File: src/hw/rtl/rpn_ram.sv
// ============================================================================
// rpn_ram - generic single-port-write, single-port-read RAM
// One write and one registered read per cycle. Read data holds when idle.
// ============================================================================
`default_nettype none

module rpn_ram #(
    parameter int WIDTH = 8,
    parameter int DEPTH = 16
) (
    input  wire logic                     i_clk,
    input  wire logic                     i_we,
    input  wire logic [$clog2(DEPTH)-1:0] i_waddr,
    input  wire logic [WIDTH-1:0]         i_wdata,
    input  wire logic                     i_re,
    input  wire logic [$clog2(DEPTH)-1:0] i_raddr,
    output logic      [WIDTH-1:0]         o_rdata
);

    logic [WIDTH-1:0] r_mem [DEPTH];

    always_ff @(posedge i_clk) begin
        if (i_we) begin
            r_mem[i_waddr] <= i_wdata;
        end
        if (i_re) begin
            o_rdata <= r_mem[i_raddr];
        end
    end

endmodule

`default_nettype wire

File: config.mk
export PLATFORM = sky130hd
export DESIGN_NAME = rpn_ram
export DESIGN_NICKNAME = d
export VERILOG_FILES = /design/src/hw/rtl/rpn_ram.sv
export SDC_FILE = /design/constraint.sdc
export NUM_CORES = 1
export LEC_CHECK = 0
export ABC_AREA = 1
export BUFFER_PORTS_ARGS = -buffer_cell sky130_fd_sc_hd__buf_2
export CAP_MARGIN = 25
export CORE_MARGIN = 2
export CORE_UTILIZATION = 30
export DETAILED_ROUTE_END_ITERATION = 6
export GPL_ROUTABILITY_DRIVEN = 0
export PLACE_DENSITY = 0.53
export RECOVER_POWER = 50
export SYNTH_ARGS = -nofsm -noshare
export SYNTH_HDL_FRONTEND = slang
export SYNTH_SLANG_ARGS = --single-unit
File: constraint.sdc
create_clock -name i_clk -period 1.2 [get_ports i_clk]
set_input_delay 0.06 -clock i_clk [delete_from_list [all_inputs] [get_ports i_clk]]
set_output_delay 0.06 -clock i_clk [all_outputs]
set_load 0.05 [all_outputs]
Word-level counts from Yosys, hierarchy flattened
Memories as Yosys holds them, arrays and structs flattened. A register that Yosys moved wholly into a read port is not among the register bits. Cells that the tools add are included.

Memories: 1. Output and inout port bits: 8. Word-level logic and storage cells: 3. Input bits: 19. Memory bits (writable): 128. Register bits: 0.

Multiplexer cells: 2.

Memories: r_mem (words 16, bits a word 8, read ports 1, clocked after memory_dff 1, wr ports 1, line 20) `logic [WIDTH-1:0] r_mem [DEPTH];`.

Operators by type and width (count): 1-bit 2-to-1 mux (2).

Logic depth before layout (Yosys ltp)
Word-level depth: 2. Gate-level depth with buffers: 8. Gate-level depth less buffers: 7.

Worst setup path after synthesis
No wires, ideal clock.

Path kind: input port to flip-flop. Start: input port i_waddr[2]. End: memory r_mem[10][0], enable pin. Setup slack: 0.189 ns. Cell stages on the path: 2. Buffers on the path: 0. Data arrival time: 0.641 ns. Cell sequence: nand3b_1 -> nor2_1.

RTL lines: from (decl) (line 13) `input wire logic [$clog2(DEPTH)-1:0] i_waddr,`; to (decl) (line 20).

No word-level cell before the write port.

Worst setup path in the final report
Start: register o_rdata[6], read port of r_mem. End: output port o_rdata[6].

RTL lines: from (decl) (line 17) `output logic [WIDTH-1:0] o_rdata`.

No word-level cell between the ends.

==> flow_summary_export.csv <==
group,metric,value,unit
run_status,status,"finished, final reports clean",
logic_synthesis,ys_warn_count,0,
die,die_w,144,um
setup_path,path_cells,"buf_2",
clock_tree,clock_latency,420,ps
final_layout,fill_cells,1946,
sta,min_period,1170,ps
sta,hold_viol_final,0,
logic_synthesis,async_flop_share,0,%
final_layout,final_cell_area,6890,um^2
logic_synthesis,synth_seq_cells,136,
drt,vias,3867,
logic_synthesis,synth_flop_cell,"edfxtp_1",
placement,port_buffers,26,
logic_synthesis,synth_largest_area_cell,"edfxtp_1",
final_layout,final_core_util,35.8,%
pwr,vdd_drop_max,1.12,mV
setup_path,cp_data_required_time,1140,ps
die,floorplan.initialDensity,30.3,%
sta,fin_crit_sh,97.7,%
sta,rsz0062_at_grt,"no",
logic_synthesis,yosysSeqAreaShare,69.8,%
clock_tree,htree_levels,4,
placement,dp_hpwl,9070,um
sta,slew_headroom,30.6,%
pwr,power_density,1550,nW/um^2
setup_path,critPathMaxFanout,1,
setup_path,path_buf_inv,1,
die,die-area,20600,um^2
setup_path,cpPeakStageDelay,400,ps
drt,drc,0,
global_routing,track_usage,14.8,%
sta,slew_violations,0,
drt,drt_wl_total,14000,um
clock_tree,path_clk_slew,60,ps
hold_path,hp-class,"input port to flop",
global_routing,grt_max_degree,64,
die,die_h,144,um
setup_path,cp-start-kind,"flop",
final_layout,area_growth,17.8,%
setup_path,crit_family,"flip-flops",
setup_path,crit_arrival,1110,ps
clock_tree,root_buffer,"clkbuf_16",
sta,fin_skew,8.71,ps
clock_tree,clockBufferDepth,2,
final_layout,multi_input_area,1240,um^2
sta,setup_viol_count_final,0,
setup_path,crit_slowest_cell,"edfxtp_1",
die,core_area,19300,um^2
placement,place_area,6380,um^2
drt,dr.pass1.iters,6,
clock_tree,cts.sinks,136,
run,drv_cap,0,
sta,tightest_slew,1040,ps
clock_tree,numCtsBuffers,17,
logic_synthesis,netlist_instances,551,
drt,wl_per_cell,16.0,um
final_layout,final_layout_size_suffix_gt1_share,11.3,%
die,fp-row-count,51,
final_layout,nets,618,
global_routing,grt_pass1_wl,22000,um
die,io-pin-count,27,
logic_synthesis,syn_nets,570,
logic_synthesis,ys_top_cells_by_count,"nand2_1 (173), edfxtp_1 (136), inv_1 (100)",
logic_synthesis,post_synth.cell_area_avg,10.6,um^2
drt,via_per_inst,4.42,
final_layout,antenna_cells,0,
drt,drt_iter0_drc,493,
pwr,power.static_leakage,2.91,nW
logic_synthesis,synth-edff-count,136,
global_routing,grt_pass1_vias,3899,
setup_path,worstSetupPathType,"flop to output pin",
clock_tree,cts_tree,"done",
logic_synthesis,synth.distinct_cells,11,
logic_synthesis,yosysTopAreaCellShare,69.8,%
final_layout,seqCellArea,4080,um^2
logic_synthesis,synth.area.top_cells,"edfxtp_1 (70%), nand2_1 (11%), nand3_1 (8.3%), inv_1 (6.4%), buf_6 (1.2%)",
sta,clock.fmax,0.853,GHz
global_routing,globalRouteOverflowTotal,0,
logic_synthesis,synthesis.area,5850,um^2
clock_tree,postCtsSetupBuffers,0,
drt,ant_nets,0,
setup_path,end_kind,"output pin",
logic_synthesis,synth.most_common_cell,"nand2_1",
global_routing,antenna_found_initial,0,
-- path summary, 6_finish.rpt --
check / slack (ps) / startpoint / to / cells after the start
worst max-delay path: 30 / o_rdata[6] / o_rdata[6] / 1
worst min-delay path: 170 / i_raddr[3] / o_rdata[7] / 4
worst max register to register: 60 / r_mem[5][7] / o_rdata[7] / 6
worst min register to register: 740 / r_mem[13][1] / o_rdata[1] / 6
-- power breakdown --
group | switching [mW] | internal [mW]
clock network | 1.78 | 2.76
logic | 0.547 | 0.204
registers | 0.0360 | 5.36
total | 2.36 | 8.32
-- per-layer routing --
layer  track usage [%]  wire, um
met1              19.9      6520
met2              22.9      6380
met3              3.20       698
met4              7.02       403
met5                 0         0
-- flip-flops by register name (all words and copies together) (netlist names) --
| signal | flops |
|---|---|
| r_mem | 128 |
| o_rdata | 8 |
-- cell families after synthesis --
logic type	count (synthesis)	synth area share, %
AND/OR/NAND/NOR	289	20.8
flip-flops	136	69.8
buffers and inverters	126	9.39
-- cell type report --
cell class	instances	area share, %
tap	265	4.81
timing repair buffer	53	5.14
clock buffer	21	6.39
multi-input combinational	289	18.0
clock inverter	8	0.853
sequential	136	59.3
inverter	102	5.56
-- cells in the final DEF (no fill, tap or decap) --
master	instances
buf_12	3
buf_2	16
buf_4	23
bufinv_16	1
clkbuf_1	15
clkbuf_16	17
clkinv_1	5
clkinv_2	2
edfxtp_1	136
inv_1	100
inv_2	2
nand2_1	173
nand3_1	92
nand3_2	5
nand3b_1	2
nor2_1	17
-- stage by stage --
stage | instances | power [mW] | setup WS, ps | TNS (ps) | hold slack (ps)
floorplan | 551 | 5.93 | 189 | 0 | 159
global placement | 845 | 6.24 | -100 | -463 | 452
detailed placement | 845 | 6.24 | -114 | -598 | 457
CTS | 874 | 10.8 | 21.9 | 0 | 14.6
global route | 874 | 11.1 | 2.01 | 0 | 173
finish | 874 | 10.7 | 28.1 | 0 | 170
-- timing repair --
item | CTS | global route
hold buffers | 0 | 0
setup endpoints to repair | 0 | 3
gates resized for setup | 0 | 5
No activity file was read; power rests on OpenSTA's default activity.
