<file path="src/hw/rtl/rpn_pkg.sv">
// ============================================================================
// rpn_pkg - shared definitions for the RPN stack evaluator
// Stack sizing, value format, token codes and the arithmetic unit status.
// ============================================================================
`default_nettype none

package rpn_pkg;

    // Stack sizing
    localparam int STACK_ENTRIES = 128;
    localparam int LEVEL_W       = $clog2(STACK_ENTRIES + 1);
    localparam int ADDR_W        = $clog2(STACK_ENTRIES);

    // Signed Q32.16 values
    localparam int VALUE_W = 48;
    localparam logic [VALUE_W-1:0] Q_MAX = {1'b0, {(VALUE_W-1){1'b1}}};
    localparam logic [VALUE_W-1:0] Q_MIN = {1'b1, {(VALUE_W-1){1'b0}}};

    // Token codes
    localparam int REQ_W = 3;
    localparam logic [REQ_W-1:0] REQ_PUSH = 3'd0;
    localparam logic [REQ_W-1:0] REQ_ADD  = 3'd1;
    localparam logic [REQ_W-1:0] REQ_SUB  = 3'd2;
    localparam logic [REQ_W-1:0] REQ_MUL  = 3'd3;
    localparam logic [REQ_W-1:0] REQ_DIV  = 3'd4;
    localparam logic [REQ_W-1:0] REQ_END  = 3'd5;

    // Iteration counts of the shared add/subtract unit
    localparam int MUL_STEPS = VALUE_W;          // one multiplier bit per step
    localparam int DIV_STEPS = VALUE_W + 16;     // one quotient bit per step
    localparam int CNT_W     = $clog2(DIV_STEPS);

    // Status handed from the arithmetic unit to the sequencer
    typedef struct packed {
        logic done;   // result valid this cycle
        logic sat;    // result saturated
        logic dz;     // division by zero
    } t_arith_status;

endpackage

`default_nettype wire

</file>
<file path="src/hw/rtl/rpn_arith.sv">
// ============================================================================
// rpn_arith - iterative Q32.16 arithmetic unit
// Add/subtract with clamp, shift-add multiply and restoring divide, all on
// one shared 50-bit adder/subtractor driven by a small sequencer.
// ============================================================================
`default_nettype none

module rpn_arith import rpn_pkg::*; (
    input  wire logic               i_clk,
    input  wire logic               i_rst_n,
    input  wire logic               i_start,
    input  wire logic [REQ_W-1:0]   i_op,
    input  wire logic [VALUE_W-1:0] i_a,
    input  wire logic [VALUE_W-1:0] i_b,
    output logic      [VALUE_W-1:0] o_result,
    output t_arith_status           o_status
);

    localparam int ADD_W = VALUE_W + 2;
    localparam int MAG_W = VALUE_W + 16;

    localparam logic [2:0] A_IDLE  = 3'd0;
    localparam logic [2:0] A_FIRST = 3'd1;
    localparam logic [2:0] A_ABSB  = 3'd2;
    localparam logic [2:0] A_LOOP  = 3'd3;
    localparam logic [2:0] A_FIX   = 3'd4;
    localparam logic [2:0] A_DONE  = 3'd5;

    logic [2:0]         r_state;
    logic [REQ_W-1:0]   r_op;
    logic               r_neg;
    logic               r_bneg;
    logic [VALUE_W-1:0] r_ma;
    logic [VALUE_W-1:0] r_mb;
    logic [VALUE_W-1:0] r_hi;     // product high half / remainder
    logic [MAG_W-1:0]   r_lo;     // multiplier bits / dividend and quotient
    logic [CNT_W-1:0]   r_cnt;
    logic [VALUE_W-1:0] r_res;
    logic               r_sat;
    logic               r_dz;

    // shared adder
    logic [ADD_W-1:0] add_x;
    logic [ADD_W-1:0] add_y;
    logic             add_sub;
    logic [ADD_W-1:0] sum;

    logic               is_mul;
    logic               is_addsub;
    logic [VALUE_W:0]   hi_sum;
    logic [VALUE_W:0]   rem_sh;
    logic [VALUE_W-1:0] mb_abs;
    logic [MAG_W-1:0]   mag;
    logic               big;
    logic               over;
    logic               last_step;

    assign is_mul    = (r_op == REQ_MUL);
    assign is_addsub = (r_op == REQ_ADD) || (r_op == REQ_SUB);
    assign rem_sh    = {r_hi, r_lo[MAG_W-1]};

    always_comb begin
        add_x   = '0;
        add_y   = '0;
        add_sub = 1'b0;
        case (r_state)
            A_FIRST: begin
                if (is_addsub) begin
                    add_x   = {{2{r_mb[VALUE_W-1]}}, r_mb};
                    add_y   = {{2{r_ma[VALUE_W-1]}}, r_ma};
                    add_sub = (r_op == REQ_SUB);
                end else begin
                    add_y   = {{2{r_ma[VALUE_W-1]}}, r_ma};
                    add_sub = 1'b1;
                end
            end
            A_ABSB: begin
                add_y   = {{2{r_mb[VALUE_W-1]}}, r_mb};
                add_sub = 1'b1;
            end
            A_LOOP: begin
                if (is_mul) begin
                    add_x = {2'b00, r_hi};
                    add_y = {2'b00, r_mb};
                end else begin
                    add_x   = {1'b0, rem_sh};
                    add_y   = {2'b00, r_ma};
                    add_sub = 1'b1;
                end
            end
            A_FIX: begin
                add_y   = {2'b00, mag[VALUE_W-1:0]};
                add_sub = 1'b1;
            end
            default: begin
                add_sub = 1'b0;
            end
        endcase
        sum = add_x + (add_y ^ {ADD_W{add_sub}}) + {{(ADD_W-1){1'b0}}, add_sub};
    end

    assign hi_sum    = r_lo[0] ? sum[VALUE_W:0] : {1'b0, r_hi};
    assign mb_abs    = r_mb[VALUE_W-1] ? sum[VALUE_W-1:0] : r_mb;
    assign last_step = is_mul ? (r_cnt == CNT_W'(MUL_STEPS - 1))
                              : (r_cnt == CNT_W'(DIV_STEPS - 1));

    // magnitude after the loop: product >> 16, or the quotient
    always_comb begin
        if (is_mul) begin
            mag = {r_hi[31:0], r_lo[VALUE_W-1:16]};
            big = |r_hi[VALUE_W-1:32];
        end else begin
            mag = r_lo;
            big = 1'b0;
        end
        over = big || (|mag[MAG_W-1:VALUE_W])
            || (mag[VALUE_W-1] && (!r_neg || (|mag[VALUE_W-2:0])));
    end

    always_ff @(posedge i_clk) begin
        if (!i_rst_n) begin
            r_state <= A_IDLE;
        end else begin
            case (r_state)
                A_IDLE: begin
                    if (i_start) begin
                        r_state <= A_FIRST;
                    end
                end
                A_FIRST: begin
                    if (is_addsub || (r_op == REQ_DIV && r_ma == '0)) begin
                        r_state <= A_DONE;
                    end else begin
                        r_state <= A_ABSB;
                    end
                end
                A_ABSB:  r_state <= A_LOOP;
                A_LOOP: begin
                    if (last_step) begin
                        r_state <= A_FIX;
                    end
                end
                A_FIX:   r_state <= A_DONE;
                A_DONE:  r_state <= A_IDLE;
                default: r_state <= A_IDLE;
            endcase
        end
    end

    always_ff @(posedge i_clk) begin
        case (r_state)
            A_IDLE: begin
                if (i_start) begin
                    r_op   <= i_op;
                    r_ma   <= i_a;
                    r_mb   <= i_b;
                    r_neg  <= i_a[VALUE_W-1] ^ i_b[VALUE_W-1];
                    r_bneg <= i_b[VALUE_W-1];
                    r_sat  <= 1'b0;
                    r_dz   <= 1'b0;
                end
            end
            A_FIRST: begin
                if (is_addsub) begin
                    // exact 50-bit sum, clamp to 48 bits
                    if (sum[ADD_W-1:VALUE_W-1] != '0 && sum[ADD_W-1:VALUE_W-1] != '1) begin
                        r_sat <= 1'b1;
                        r_res <= sum[ADD_W-1] ? Q_MIN : Q_MAX;
                    end else begin
                        r_res <= sum[VALUE_W-1:0];
                    end
                end else if (r_op == REQ_DIV && r_ma == '0) begin
                    r_sat <= 1'b1;
                    r_dz  <= 1'b1;
                    r_res <= r_bneg ? Q_MIN : Q_MAX;
                end else if (r_ma[VALUE_W-1]) begin
                    r_ma <= sum[VALUE_W-1:0];
                end
            end
            A_ABSB: begin
                r_mb  <= mb_abs;
                r_hi  <= '0;
                r_cnt <= '0;
                r_lo  <= is_mul ? {16'b0, r_ma} : {mb_abs, 16'b0};
            end
            A_LOOP: begin
                r_cnt <= r_cnt + CNT_W'(1);
                if (is_mul) begin
                    r_hi <= hi_sum[VALUE_W:1];
                    r_lo <= {16'b0, hi_sum[0], r_lo[VALUE_W-1:1]};
                end else begin
                    // restoring step: keep the difference when non-negative
                    if (!sum[ADD_W-1]) begin
                        r_hi <= sum[VALUE_W-1:0];
                    end else begin
                        r_hi <= rem_sh[VALUE_W-1:0];
                    end
                    r_lo <= {r_lo[MAG_W-2:0], !sum[ADD_W-1]};
                end
            end
            A_FIX: begin
                if (over) begin
                    r_sat <= 1'b1;
                    r_res <= r_neg ? Q_MIN : Q_MAX;
                end else begin
                    r_res <= r_neg ? sum[VALUE_W-1:0] : mag[VALUE_W-1:0];
                end
            end
            default: begin
                r_res <= r_res;
            end
        endcase
    end

    assign o_result      = r_res;
    assign o_status.done = (r_state == A_DONE);
    assign o_status.sat  = r_sat;
    assign o_status.dz   = r_dz;

endmodule

`default_nettype wire

</file>
<file path="config.mk">
export PLATFORM = sky130hd
export DESIGN_NAME = rpn_arith
export DESIGN_NICKNAME = d
export VERILOG_FILES = /design/src/hw/rtl/rpn_pkg.sv /design/src/hw/rtl/rpn_arith.sv
export SDC_FILE = /design/constraint.sdc
export NUM_CORES = 1
export LEC_CHECK = 0
export BUFFER_PORTS_ARGS = -buffer_cell sky130_fd_sc_hd__buf_2
export CAP_MARGIN = 10
export CORE_MARGIN = 8
export CORE_UTILIZATION = 32
export CTS_CLUSTER_DIAMETER = 80
export DETAILED_ROUTE_END_ITERATION = 6
export MAX_ROUTING_LAYER = met4
export PLACE_DENSITY_LB_ADDON = 0.12
export SYNTH_ARGS = -nofsm -noshare
export SYNTH_HDL_FRONTEND = slang
export SYNTH_SLANG_ARGS = --single-unit
</file>
<file path="constraint.sdc">
create_clock -name i_clk -period 9.5 [get_ports i_clk]
set_input_delay 0.95 -clock i_clk [delete_from_list [all_inputs] [get_ports i_clk]]
set_output_delay 0.95 -clock i_clk [all_outputs]
set_load 0.1 [all_outputs]
</file>
; ---- After elaboration in Yosys (flattened, before gate mapping)
; Cells that the tools add are included.
[word_totals]
ff_bits = 272
[classes]
n_addsub = 3
eq_ne = 21
bitwise = 2
n_mux = 48
n_reduce_logical = 30
[op_table]
columns = operator, count
row1 = $mux W48, 17
row2 = $pmux W48 S2, 4
row3 = $pmux W50 S4, 1
row4 = $mux W64, 3
row5 = $pmux W64 S2, 1
row6 = $pmux W50 S2, 1
row7 = $mux W49, 2
row8 = $add A50 B1 Y50, 1
row9 = $add A50 B50 Y50, 1
row10 = $mux W50, 1
row11 = $xor A50 B50 Y50, 1
row12 = $logic_not A48 Y1, 1
row13 = $reduce_or A47 Y1, 1
row14 = $reduce_or A16 Y1, 2
row15 = $pmux W3 S5, 1
row16 = $ne A2 B2 Y1 const B, 7
row17 = $eq A3 B2 Y1 const B, 4
row18 = $eq A6 B6 Y1 const B, 2
row19 = $pmux W6 S2, 1
row20 = $mux W1, 10
row21 = $reduce_and A5 Y1, 2
row22 = $eq A3 B3 Y1 const B, 3
row23 = $mux W3, 3
row24 = $ne A3 B3 Y1 const B, 3
row25 = other kinds (14), 31

; ---- Longest topological paths before layout
; Gate-level depths: netlist (run 1).
[logic_depth]
ltp_word = 12
depth_mapped = 25
ltp_nobuf = 18

; ---- Worst setup path after synthesis (run 1)
; Ideal clock, no wire load.
[synth_timing]
path_type = reg-to-reg
from = register r_state[1]
to = register r_res[46], in the netlist o_result[46], data pin
t_arrival_ns = 10.149
synth_period_minus_slack_ns = 10.406
setup_slack_ns = -0.906
t_required_ns = 9.243
n_path_buf = 5
setup_ns = 0.257
stages_incl_launch_ff = 22
path_cell_list = dfxtp_1 > buf_2 > nor2b_1 > a21boi_0 > clkbuf_1 > clkbuf_1 > a221oi_1 > xor2_1 > ha_1 > a21o_1 > a21o_1 > a21oi_1 > o21ai_0 > a221o_1 > a221oi_1 > o21ai_1 > xnor2_1 > clkbuf_1 > clkbuf_1 > a21oi_1 > a22oi_1 > nor2_1
[synth_between]
elab_chain_len = 11
[synth_lines]
columns = element, line_no
row1 = from (decl), rpn_arith.sv:29  ; logic [2:0] r_state;
row2 = from (signal assigned), rpn_arith.sv:122  ; r_state <= A_IDLE;
row3 = from (signal assigned), rpn_arith.sv:127  ; r_state <= A_FIRST;
row4 = from (signal assigned), rpn_arith.sv:132  ; r_state <= A_DONE;
row5 = $eq A3 B3 Y1 or $eq A3 B2 Y1 (tied branches), "rpn_arith.sv:66, rpn_arith.sv:151"
row6 = $reduce_or A2 Y1 (no line), -
row7 = $pmux W1 S3, rpn_arith.sv:66  ; case (r_state)
row8 = $xor A50 B50 Y50, rpn_arith.sv:99  ; sum = add_x + (add_y ^ {ADD_W{add_sub}}) + {{(ADD_W-1){1'b0}}, add_sub};
row9 = $add A50 B50 Y50, rpn_arith.sv:99
row10 = $add A50 B1 Y50, rpn_arith.sv:99
row11 = $ne A3 B3 Y1 or $reduce_bool A3 Y1 (tied branches), rpn_arith.sv:166  ; if (sum[ADD_W-1:VALUE_W-1] != '0 && sum[ADD_W-1:VALUE_W-1] != '1) begin
row12 = $logic_and A1 B1 Y1, rpn_arith.sv:166
row13 = $mux W48, rpn_arith.sv:166
row14 = $mux W48, rpn_arith.sv:164  ; if (is_addsub) begin
row15 = $pmux W48 S2 (*), rpn_arith.sv:151  ; case (r_state)
row16 = to (signal assigned), rpn_arith.sv:168  ; r_res <= sum[ADD_W-1] ? Q_MIN : Q_MAX;
row17 = to (signal assigned), rpn_arith.sv:170  ; r_res <= sum[VALUE_W-1:0];
row18 = to (signal assigned), rpn_arith.sv:175  ; r_res <= r_bneg ? Q_MIN : Q_MAX;
row19 = to (decl), rpn_arith.sv:38  ; logic [VALUE_W-1:0] r_res;
; Mark *: on every way between the ends. The rest lies on a longest branch, timed or not.
; A chain may end at the register's enable or synchronous reset.

; ---- Worst setup path after layout (run 1)
[layout_timing]
from = register r_op[2]
to = register r_res[4], in the netlist o_result[4], data pin
[layout_between]
elab_chain_len = 12
[layout_lines]
columns = element, line_no
row1 = from (decl), rpn_arith.sv:30  ; logic [REQ_W-1:0] r_op;
row2 = from (signal assigned), rpn_arith.sv:154  ; r_op <= i_op;
row3 = $eq A3 B1 Y1 or $eq A3 B2 Y1 (tied branches), "rpn_arith.sv:59, rpn_arith.sv:71"
row4 = $logic_or A1 B1 Y1, rpn_arith.sv:59  ; assign is_addsub = (r_op == REQ_ADD) || (r_op == REQ_SUB);
row5 = $mux W1, rpn_arith.sv:68  ; if (is_addsub) begin
row6 = $pmux W1 S3, rpn_arith.sv:66
row7 = $xor A50 B50 Y50, rpn_arith.sv:99
row8 = $add A50 B50 Y50, rpn_arith.sv:99
row9 = $add A50 B1 Y50, rpn_arith.sv:99
row10 = $ne A3 B3 Y1 or $reduce_bool A3 Y1 (tied branches), rpn_arith.sv:166
row11 = $logic_and A1 B1 Y1, rpn_arith.sv:166
row12 = $mux W48, rpn_arith.sv:166
row13 = $mux W48, rpn_arith.sv:164
row14 = $pmux W48 S2 (*), rpn_arith.sv:151
; Marked as above.

==> results of run 1 <==
power by group:
part	switching (W)	leakage [nW]	internal (W)	total [W]
Combinational	0.00284	5.80	0.00110	0.00394
Sequential	0.000304	2.57	0.00172	0.00202
Clock	0.000623	0.600	0.000851	0.00147
Total	0.00377	8.97	0.00367	0.00744
synthesized netlist by cell type, drive strengths merged, types with 3 or more instances:
master  number
a22oi       21
and2        48
edfxtp     269
buf         31
o21ba        3
o21bai      16
or4          4
and3        12
o21a        10
mux4         3
a211oi      95
dfxtp        3
nand3       21
nor2b       31
clkbuf     168
mux2        11
or2          6
a211o        5
a311o        4
xor2        69
o21ai      207
nor3        26
a311oi      35
nor3b        4
nor2       176
nand2      334
inv         25
o211ai      12
ha          49
nand2b       5
o311ai       3
xnor2       36
o31ai        6
a21oi      263
a22o        41
or3          5
nor4        39
mux2i      117
a31oi       16
and4         3
a21boi       7
nor4b        3
a221oi      53
nand4       18
a21o        35
cell type report:
cell class	count	area [um2]
inverter	25	93.8
timing repair buffer	193	1080
multi-input combinational	1877	11900
clock inverter	26	259
fill	6741	40900
tap	855	1070
sequential	272	8140
clock buffer	44	973
path summary, 6_finish.rpt:
path | endpoint | slack [ns]
max | o_result[4]$_DFFE_PP_ | 1.63
min | r_op[1]$_DFFE_PP_ | 0.57
max reg2reg | o_result[4]$_DFFE_PP_ | 1.63
min reg2reg | r_lo[63]$_DFFE_PP_ | 0.60
state kept, by name (all words and copies together) (netlist names):
name / flops
r_cnt: 6
r_bneg: 1
r_lo: 64
o_result: 48
r_mb: 48
r_dz: 1
r_state: 3
r_neg: 1
r_op: 3
r_ma: 48
r_sat: 1
r_hi: 48
cell usage in the layout (no fill, tap or decap), drive strengths merged, types with 26 or more instances in the layout:
cell / Yosys / layout
a21o: 35 / 35
xor2: 69 / 69
a311oi: 35 / 35
and2: 48 / 48
ha: 49 / 49
o21ai: 207 / 207
nand2: 334 / 334
clkbuf: 168 / 44
inv: 25 / 29
edfxtp: 269 / 269
a221oi: 53 / 53
nor3: 26 / 26
mux2i: 117 / 117
nor2b: 31 / 31
xnor2: 36 / 36
a21oi: 263 / 263
nor4: 39 / 39
a211oi: 95 / 95
buf: 31 / 193
a22o: 41 / 41
nor2: 176 / 176
critical path, stage by stage, from the launching register on:
cell and delay (ns):
edfxtp_1 0.47, nand3b_4 0.67, buf_4 0.51, and2_1 0.22, a21oi_1 0.23, nor2_1 0.06, a221oi_1 0.50, xor2_1 0.14
ha_1 0.50, nand4_1 0.37, or3_1 0.49, o211ai_1 0.11, a31oi_1 0.12, a21oi_2 0.30, a31oi_1 0.20, o21ai_1 0.55
xnor2_2 0.19, buf_4 0.52, and4_1 0.97, o21ai_0 0.22, a211oi_1 0.27
kinds of logic after synthesis:
| logic type | after synthesis | share of synthesized area, % |
|---|---|---|
| AND/OR/NAND/NOR | 742 | 16.2 |
| buffers and inverters | 224 | 4.22 |
| multiplexers | 131 | 6.55 |
| XOR/XNOR | 105 | 4.46 |
| adder cells (fa/ha/maj) | 50 | 3.05 |
| flip-flops | 272 | 39.1 |
| AO/OA/AOI/OAI | 849 | 26.4 |
routing by layer:
layer | global-route usage (%) | up-vias
li1 | - | 8993
met1 | 33.6 | 10087
met2 | 42.1 | 1121
met3 | 3.26 | 252
met4 | 14.4 | 0
met5 | - | -
through the flow:
step	setup slack (ns)	std cells	utilization (%)	power, W	area [um2]
after floorplan	1.36	2373	-	0.00443	20800
after global placement	1.77	3222	34.6	0.00591	22300
after detailed placement	1.82	3222	34.6	0.00592	22300
after CTS	1.79	3292	36.5	0.00740	23500
after global routing	1.34	3292	36.5	0.00773	23500
final	1.63	3292	36.5	0.00744	23500
==> impl_results.md, run 1 <==
* CP max FO at 51
* Syn avg cell area at 8.76 um2
* Worst Reg-to-Reg Cells at 20
* Die height at around 270 um
* Metal3 WL at about 6.9 mm
* CTS Hold Bufs at 0
* Post-Syn Instances at around 2400
* Critical path endpoint category: flip-flop
* Cell taking the most area after synthesis: edfxtp_1
* Metal2 WL at roughly 46 mm
* Final Hold Vio Count at 0
* DRC violations left at 0
* GRT Util Overall at 26.8%
* Post-CTS setup buffers at 0
* Synth Flop Type: edfxtp_1
* CP Launch Type: flip-flop
* Area grow syn2layout at 13.0%
* PwrDens at 317 nW/um2
* Crit Path Category: flip-flop to flip-flop
* Largest cells by area after synthesis: edfxtp_1 (39%), a21oi_1 (6.3%), nand2_1 (6.0%)
* CTS tree: done
* Global-route wire length before repair at 143 mm
* DR top layer: met4
* # clock sinks at 272
* Synth top area share at 38.9%
* CTS resizes at 0
* Maximum VDD drop at about 0.15 mV
* Yosys cell types at slightly below 80
* Post-Syn Area at a little over 20000 um2
* Status: finished, final reports clean
* Clk root buf: clkbuf_16
* Vias in the first global route at between 15000 and 20000
* RSZ-0062 raised after global routing: no
* Initial antenna violation count at 1
* Routed via count at around 20000
* Syn nets at ~2500
* Post-synthesis async set-or-reset flop share at 0%
* Hold depth at 1
* Register area share after synthesis at just under 40%
* Worst Max-Slew Pin Slew at roughly 1.2 ns
* Global route total overflow at 0
* Fin crit period at 7.87 ns
* Layout cell share with drive strength beyond 1 at roughly 13%
* Placer congestion estimate at roughly 0.98
* Worst r2r src: r_op[2]$_DFFE_PP_
* Final wirelength at around 100 mm
* # nets final at roughly 2600
* CP startpoint: r_op[2]$_DFFE_PP_
* P_leak at approximately 9 nW
* I/O Buffers at 152
* Relative slew slack at roughly 18%
* Max Clk Rate at approximately 130 MHz
* Detailed placement HPWL at around 74 mm
* Setup TNS at 0 ns
* Worst EP required at between 9 and 10 ns
* Die Area at between 70000 and 80000 um2
* Worst skew pair latency at ~0.58 ns
* Synthesis Warnings at 0
* Die X at about 270 um
* Max-cap violations at 0
* Hold Startpoint: i_op[1]
* Cts bufs inserted at 38
* DRT antenna net count at 0
* # IOs at approximately 150
* Routed wire length per instance at 30.5 um
* Core area at 64300 um2
* Clock Path Buffers at 3
* Post-synth EDFFs at ~270
* Clk slew on worst S/H paths at ~0.060 ns
* ANT cells at 0
* Wl on met1 at 41.5 mm
* Largest net degree at the start of global routing at 82
* Initial Util at between 30% and 40%
* Number of vias per cell at a little over 6
* DRT iter0 DRCs at ~2400
* Flops & latches, synth at about 270
* Cell row count at 93
* Final Skew at roughly 0.026 ns
* Hold slack at 0.574 ns
* Worst min-delay path class: input pin to flip-flop
* Final setup fails at 0
* CTS H-Tree Depth at 2
* Max-slew violations at 0
* Period utilization at 82.8%
* Router iterations before antenna repair at 6
* Crit path arrival time at between 8 and 9 ns
Note: power is estimated with default switching activity, not from simulation.
==> run 2, diff against run 1 <==
clock period = 6.4 ns   (was 9.5 ns; I/O delays follow)
==> impl_results.md, run 2 (same netlist as run 1, synthesis figures left out) <==
* Router iterations before antenna repair at 6 (unchanged)
* Setup TNS at 0 ns (unchanged)
* CTS tree: done
* GRT Util Overall at 27.8% (+1.0 points)
* Routed via count at 20676 (+1.1%)
* Max-cap violations at 0 (unchanged)
* Most frequent cells in the layout: nand2_1 (330), edfxtp_1 (269), a21oi_1 (261), o21ai_0 (195), nor2_1 (174)
* Routed wire length per instance at 30.5 um (-0.14%)
* PwrDens at 476 nW/um2 (+50%)
* Final setup fails at 0 (unchanged)
* Period utilization at 96.6% (+14 points)
* # clock sinks at 272 (unchanged)
* DRT antenna net count at 0 (unchanged)
* Global route total overflow at 0 (unchanged)
* Max-slew violations at 0 (unchanged)
* Area grow syn2layout at 17.0%
* I/O Buffers at 152 (unchanged)
* Final Skew at 0.0234 ns (-0.00269 ns)
* Worst min-delay path class: input pin to flip-flop
* Fill cell count at 6643 (-1.5%)
* Worst EP required at 6.85 ns (-3.03 ns)
* Maximum VDD drop at 0.188 mV (+24%)
* Critical path endpoint category: flip-flop
* Layout cell share with drive strength beyond 1 at 16.2% (+3.4 points)
* Worst Max-Slew Pin Slew at 1.26 ns (+0.0225 ns)
* CP Launch Type: flip-flop
* Clk slew on worst S/H paths at 0.05 ns (about the same)
* Crit path arrival time at 6.63 ns (-1.62 ns)
* # nets final at 2657 (+3.8%)
* P_leak at 9.46 nW (+5.5%)
* RSZ-0062 raised after global routing: no
* Global-route wire length before repair at 148 mm (+3.4%)
* Fin crit period at 6.18 ns (-1.69 ns)
* Core area at 64300 um2 (unchanged)
* Die X at 271 um (unchanged)
* Placer congestion estimate at 1.02 (+3.8%)
* Commonest non-fill, non-tap cell in the layout: nand2_1
* CTS H-Tree Depth at 2 (unchanged)
* Detailed placement HPWL at 77.5 mm (+4.3%)
* Die Area at 73400 um2 (unchanged)
* Max Clk Rate at 162 MHz (+27%)
* Cts bufs inserted at 37 (-2.6%)
* Crit Path Category: flip-flop to flip-flop
* Worst skew pair latency at 0.59 ns (about the same)
* Initial Util at 32.3% (unchanged)
* Most flops, register: r_lo
* Number of vias per cell at 6.11 (-1.7%)
* DRC violations left at 0 (unchanged)
* Final Hold Vio Count at 0 (unchanged)
* Vias in the first global route at 20077 (+1.9%)
* Die height at 271 um (unchanged)
* Max reg flops at 64 (unchanged)
* Clk root buf: clkbuf_16
* Relative slew slack at 16.0% (-1.8 points)
* Final wirelength at 103 mm (+2.7%)
* Final core utilization at 37.8% (+1.3 points)
* # IOs at 153 (unchanged)
* Clock Path Buffers at 3 (unchanged)
* Largest net degree at the start of global routing at 78 (-4.9%)
* Status: finished, final reports clean
* DRT iter0 DRCs at 2444 (+3.8%)
* Cell row count at 93 (unchanged)
* Initial antenna violation count at 1 (unchanged)
* CP max FO at 36 (-29%)
[run 2: cell count changes in the layout (fill, tap and decap cells not counted), sizes merged]
| cell | previous run | this run |
|---|---|---|
| clkinv | 15 | 17 |
| xnor2 | 36 | 37 |
| buf | 193 | 291 |
| clkbuf | 44 | 43 |
| inv | 29 | 27 |
| bufinv | 4 | 2 |
| clkinvlp | 3 | 0 |
| diode | 0 | 1 |
[run 2: critical path, cell delays in order, from the launching register on]
cell and delay, ns:
edfxtp_1 0.46, nand3b_4 0.35, buf_12 0.27, and2_1 0.19, a21oi_1 0.57, nor2_1 0.12
a221oi_1 0.54, xor2_1 0.18, ha_1 0.46, and3_1 0.23, nand2_1 0.12, nor2_1 0.09
a221o_1 0.42, a221oi_2 0.37, o21ai_4 0.17, buf_4 0.20, xor2_4 0.38, buf_12 0.25
nand2_1 0.09, a311oi_2 0.37, buf_4 0.17
[run 2: final timing paths]
kind	slack (ns)	depth (start not counted)	end	start
min reg2reg	0.60	2	r_lo[63]$_DFFE_PP_	r_lo[62]$_DFFE_PP_
max	0.22	20	r_hi[29]$_SDFFCE_PN0P_	r_op[2]$_DFFE_PP_
max reg2reg	0.22	20	r_hi[29]$_SDFFCE_PN0P_	r_op[2]$_DFFE_PP_
min	0.24	1	r_op[0]$_DFFE_PP_	i_op[0]
[run 2: final cells by class]
cell class                 count  area (um2)  share of cell area (%)
clock buffer                  43         970                    3.99
multi-input combinational   1878       11900                    49.1
antenna                        1        2.50                  0.0103
tap                          855        1070                    4.40
clock inverter                21         179                   0.735
sequential                   272        8140                    33.4
timing repair buffer         291        1940                    7.96
inverter                      25        93.8                   0.386
[run 2: repair_timing]
item                                    4_1_cts  5_1_grt
endpoints found under the setup margin        0       46
buffers inserted                              0        2
resized for setup                             0        8
hold buffers                                  0        0
[run 2: report_power, final]
part	switching (W)	leakage, nW	internal, W
logic	0.00444	6.33	0.00208
clock network	0.000895	0.568	0.00117
registers	0.000441	2.57	0.00255
[run 2: layer usage]
layer | GRT usage, % | share of wire, % | vias to the layer above
met3 | 3.57 | 7.7 | 240
met1 | 35.0 | 40 | 10100
li1 | - | - | 9211
met5 | - | 0 | -
met4 | 14.7 | 6.4 | 0
met2 | 43.5 | 46 | 1125
[run 2: metrics by stage]
step	total power, W	instance area, um2	hold WS [ns]	worst slack [ns]	std cells
4_1_cts	0.0115	24300	0.226	0.128	3381
3_3_place_gp	0.00941	23100	0.598	0.107	3317
2_1_floorplan	0.00659	20800	0.543	0.00143	2373
5_1_grt	0.0121	24300	0.230	0.00448	3386
3_5_place_dp	0.00940	23100	0.582	0.151	3317
6_report	0.0116	24300	0.241	0.218	3386
==> run 3, diff against run 2 <==
BUFFER_PORTS_ARGS = -buffer_cell sky130_fd_sc_hd__clkbuf_2   (was -buffer_cell sky130_fd_sc_hd__buf_2)
==> impl_results.md, run 3 (same netlist as run 1, synthesis figures left out) <==
* Status: finished, final reports clean
* RSZ-0062 raised after global routing: no
* Sequential share of power at 25.7% (-0.2 points)
* DRT antenna net count at 0 (unchanged)
* Final core utilization at 37.9% (+0.093 points)
* Period utilization at 97.7% (+1.1 points)
* Worst Max-Slew Pin Slew at 1.20 ns (-0.0561 ns)
* Comb pwr share at 56.3% (about the same)
* Post-place setup slack at 0.00968 ns (-0.142 ns)
* Worst Path Buf+Inv at 4 (unchanged)
* Final Hold Vio Count at 0 (unchanged)
* Most frequent cells in the layout: nand2_1 (330), edfxtp_1 (269), a21oi_1 (260), o21ai_0 (194), nor2_1 (174)
* Internal at 0.00585 W (+0.95%)
* CP max FO at 37 (+2.8%)
* Metal3 WL at 6.54 mm (-18%)
* Relative slew slack at 19.7% (+3.7 points)
* Critical path endpoint category: flip-flop
* Final setup fails at 0 (unchanged)
* Routed wire length per instance at 30.6 um (+0.36%)
* Die height at 271 um (unchanged)
* Crit-path cells: nand3b_4, buf_4, buf_4, and2_1, a21oi_1, nor2_1, a221oi_1, xor2_1, ha_1, and3_1, a221o_1, a221oi_1, o21ai_2, xnor2_4, buf_4, buf_12, nor2_1, a211oi_1, a211oi_1
* CP max stage cell: a221oi_1
* CTS Hold Bufs at 0 (unchanged)
* # clock sinks at 272 (unchanged)
* Initial antenna violation count at 2 (+1)
* DR top layer: met4
* Initial Util at 32.3% (unchanged)
* Max-cap violations at 0 (unchanged)
* Crit path max-delay family: compound AO/OA/AOI/OAI gates
* Sw Ratio at 49.8% (-0.11 points)
* Peak per-stage delay on the critical path at 0.54 ns (-0.03 ns)
* Core area at 64300 um2 (unchanged)
* Cell row count at 93 (unchanged)
* Routed via count at 20766 (+0.44%)
* # IOs at 153 (unchanged)
* Commonest non-fill, non-tap cell in the layout: nand2_1
* Crit Path Category: flip-flop to flip-flop
* Die X at 271 um (unchanged)
* Placer congestion estimate at 0.952 (-6.8%)
* Final worst slack at 0.145 ns (-0.0735 ns)
* Number of vias per cell at 6.13 (+0.35%)
* Most flops, register: r_lo
* Cts bufs inserted at 38 (+2.7%)
* Router iterations before antenna repair at 6 (unchanged)
* Clk slew on worst S/H paths at 0.06 ns (about the same)
* Top cell by count, worst path: buf_4
* Global route total overflow at 0 (unchanged)
* PwrDens at 478 nW/um2 (+0.48%)
* Layout cell share with drive strength beyond 1 at 16.2% (-0.052 points)
* DRC violations left at 0 (unchanged)
* Global-route wire length before repair at 149 mm (+0.61%)
* DRT iter0 DRCs at 2468 (+0.98%)
* # nets final at 2658 (+0.038%)
* Wl on met1 at 42.3 mm (+1.4%)
* CTS H-Tree Depth at 2 (unchanged)
* Clk root buf: clkbuf_16
* Setup TNS at 0 ns (unchanged)
* P_leak at 9.53 nW (+0.68%)
* Metal2 WL at 47.8 mm (+1.6%)
* Detailed placement HPWL at 78.1 mm (+0.73%)
* Worst skew pair latency at 0.59 ns (about the same)
* Vias in the first global route at 20505 (+2.1%)
* Maximum VDD drop at 0.189 mV (+0.34%)
* Max-slew violations at 0 (unchanged)
* Max reg flops at 64 (unchanged)
* I/O Buffers at 152 (unchanged)
* Clock power frac at 18.0% (+0.2 points)
* Hold slack at 0.247 ns (+0.00660 ns)
* CP Launch Type: flip-flop
* Area grow syn2layout at 17.3%
* Worst min-delay path class: input pin to flip-flop
* Die Area at 73400 um2 (unchanged)
* Clock Path Buffers at 3 (unchanged)
* CTS tree: done
* Final wirelength at 104 mm (+0.45%)
* Worst EP required at 6.70 ns (-0.15 ns)
* Fin crit period at 6.26 ns (+0.0735 ns)
* Crit path arrival time at 6.56 ns (-0.07 ns)
* Max Clk Rate at 160 MHz (-1.2%)
* GRT Util Overall at 28.0% (+0.15 points)
* Net switching power at 0.00581 W (+0.50%)
* Largest net degree at the start of global routing at 64 (-18%)
* Final Skew at 0.0231 ns (-0.000348 ns)
## run 3: cell types whose count changed in the layout (fill, tap and decap cells not counted), sizes merged
cell | before | now
buf | 291 | 140
clkbuf | 43 | 195
clkinv | 17 | 18
diode | 1 | 2
inv | 27 | 28
xnor2 | 37 | 36
## run 3: worst register-to-register path, cell delays in order (launching register included)
cell and delay (ns):
edfxtp_1 0.48, nand3b_4 0.42, buf_4 0.35, buf_4 0.22
and2_1 0.19, a21oi_1 0.40, nor2_1 0.13, a221oi_1 0.54
xor2_1 0.16, ha_1 0.45, and3_1 0.24, a221o_1 0.37
a221oi_1 0.33, o21ai_2 0.17, xnor2_4 0.41, buf_4 0.20
buf_12 0.24, nor2_1 0.07, a211oi_1 0.47, a211oi_1 0.13
## run 3: per-stage QoR
step / std cells / power [W] / cell area [um2]
after floorplan: 2373 / 0.00659 / 20800
after global placement: 3318 / 0.00949 / 23200
after detailed placement: 3318 / 0.00948 / 23200
after CTS: 3384 / 0.0116 / 24300
after global routing: 3388 / 0.0122 / 24400
final: 3389 / 0.0117 / 24400
## run 3: routing by layer
layer  global-route usage, %  up-vias
li1                        -     9193
met1                    34.4    10353
met2                    43.9      979
met3                    3.51      241
met4                    16.6        0
met5                       -        -
## run 3: cell type report
| class | instances | area, um2 |
|---|---|---|
| Multi-Input combinational cell | 1877 | 11900 |
| Clock buffer | 43 | 970 |
| Inverter | 25 | 93.8 |
| Antenna cell | 2 | 5.00 |
| Timing Repair Buffer | 292 | 2000 |
| Clock inverter | 23 | 205 |
| Tap cell | 855 | 1070 |
| Fill cell | 6587 | 40000 |
| Sequential cell | 272 | 8140 |
## run 3: power by group through the flow
stage / combinational [W] / clock, W / sequential, W
6_report: 0.00657 / 0.00210 / 0.00299
5_1_grt: 0.00697 / 0.00219 / 0.00301
4_1_cts: 0.00651 / 0.00213 / 0.00297
3_5_place_dp: 0.00648 / 0 / 0.00300
3_3_place_gp: 0.00648 / 0 / 0.00300
2_1_floorplan: 0.00350 / 0 / 0.00308
## run 3: repair_timing
action                                  in CTS  in global routing
pin swaps                                    1                  1
resized for setup                            0                  6
endpoints found under the setup margin       1                 49
buffers inserted                             0                  3
gates cloned                                 0                  0
## run 3: final timing paths
check / startpoint / to / slack [ns] / cells after the start
max: r_op[2]$_DFFE_PP_ / r_hi[30]$_SDFFCE_PN0P_ / 0.14 / 19
min: i_op[1] / r_op[1]$_DFFE_PP_ / 0.25 / 1
max reg2reg: r_op[2]$_DFFE_PP_ / r_hi[30]$_SDFFCE_PN0P_ / 0.14 / 19
min reg2reg: r_lo[62]$_DFFE_PP_ / r_lo[63]$_DFFE_PP_ / 0.61 / 2
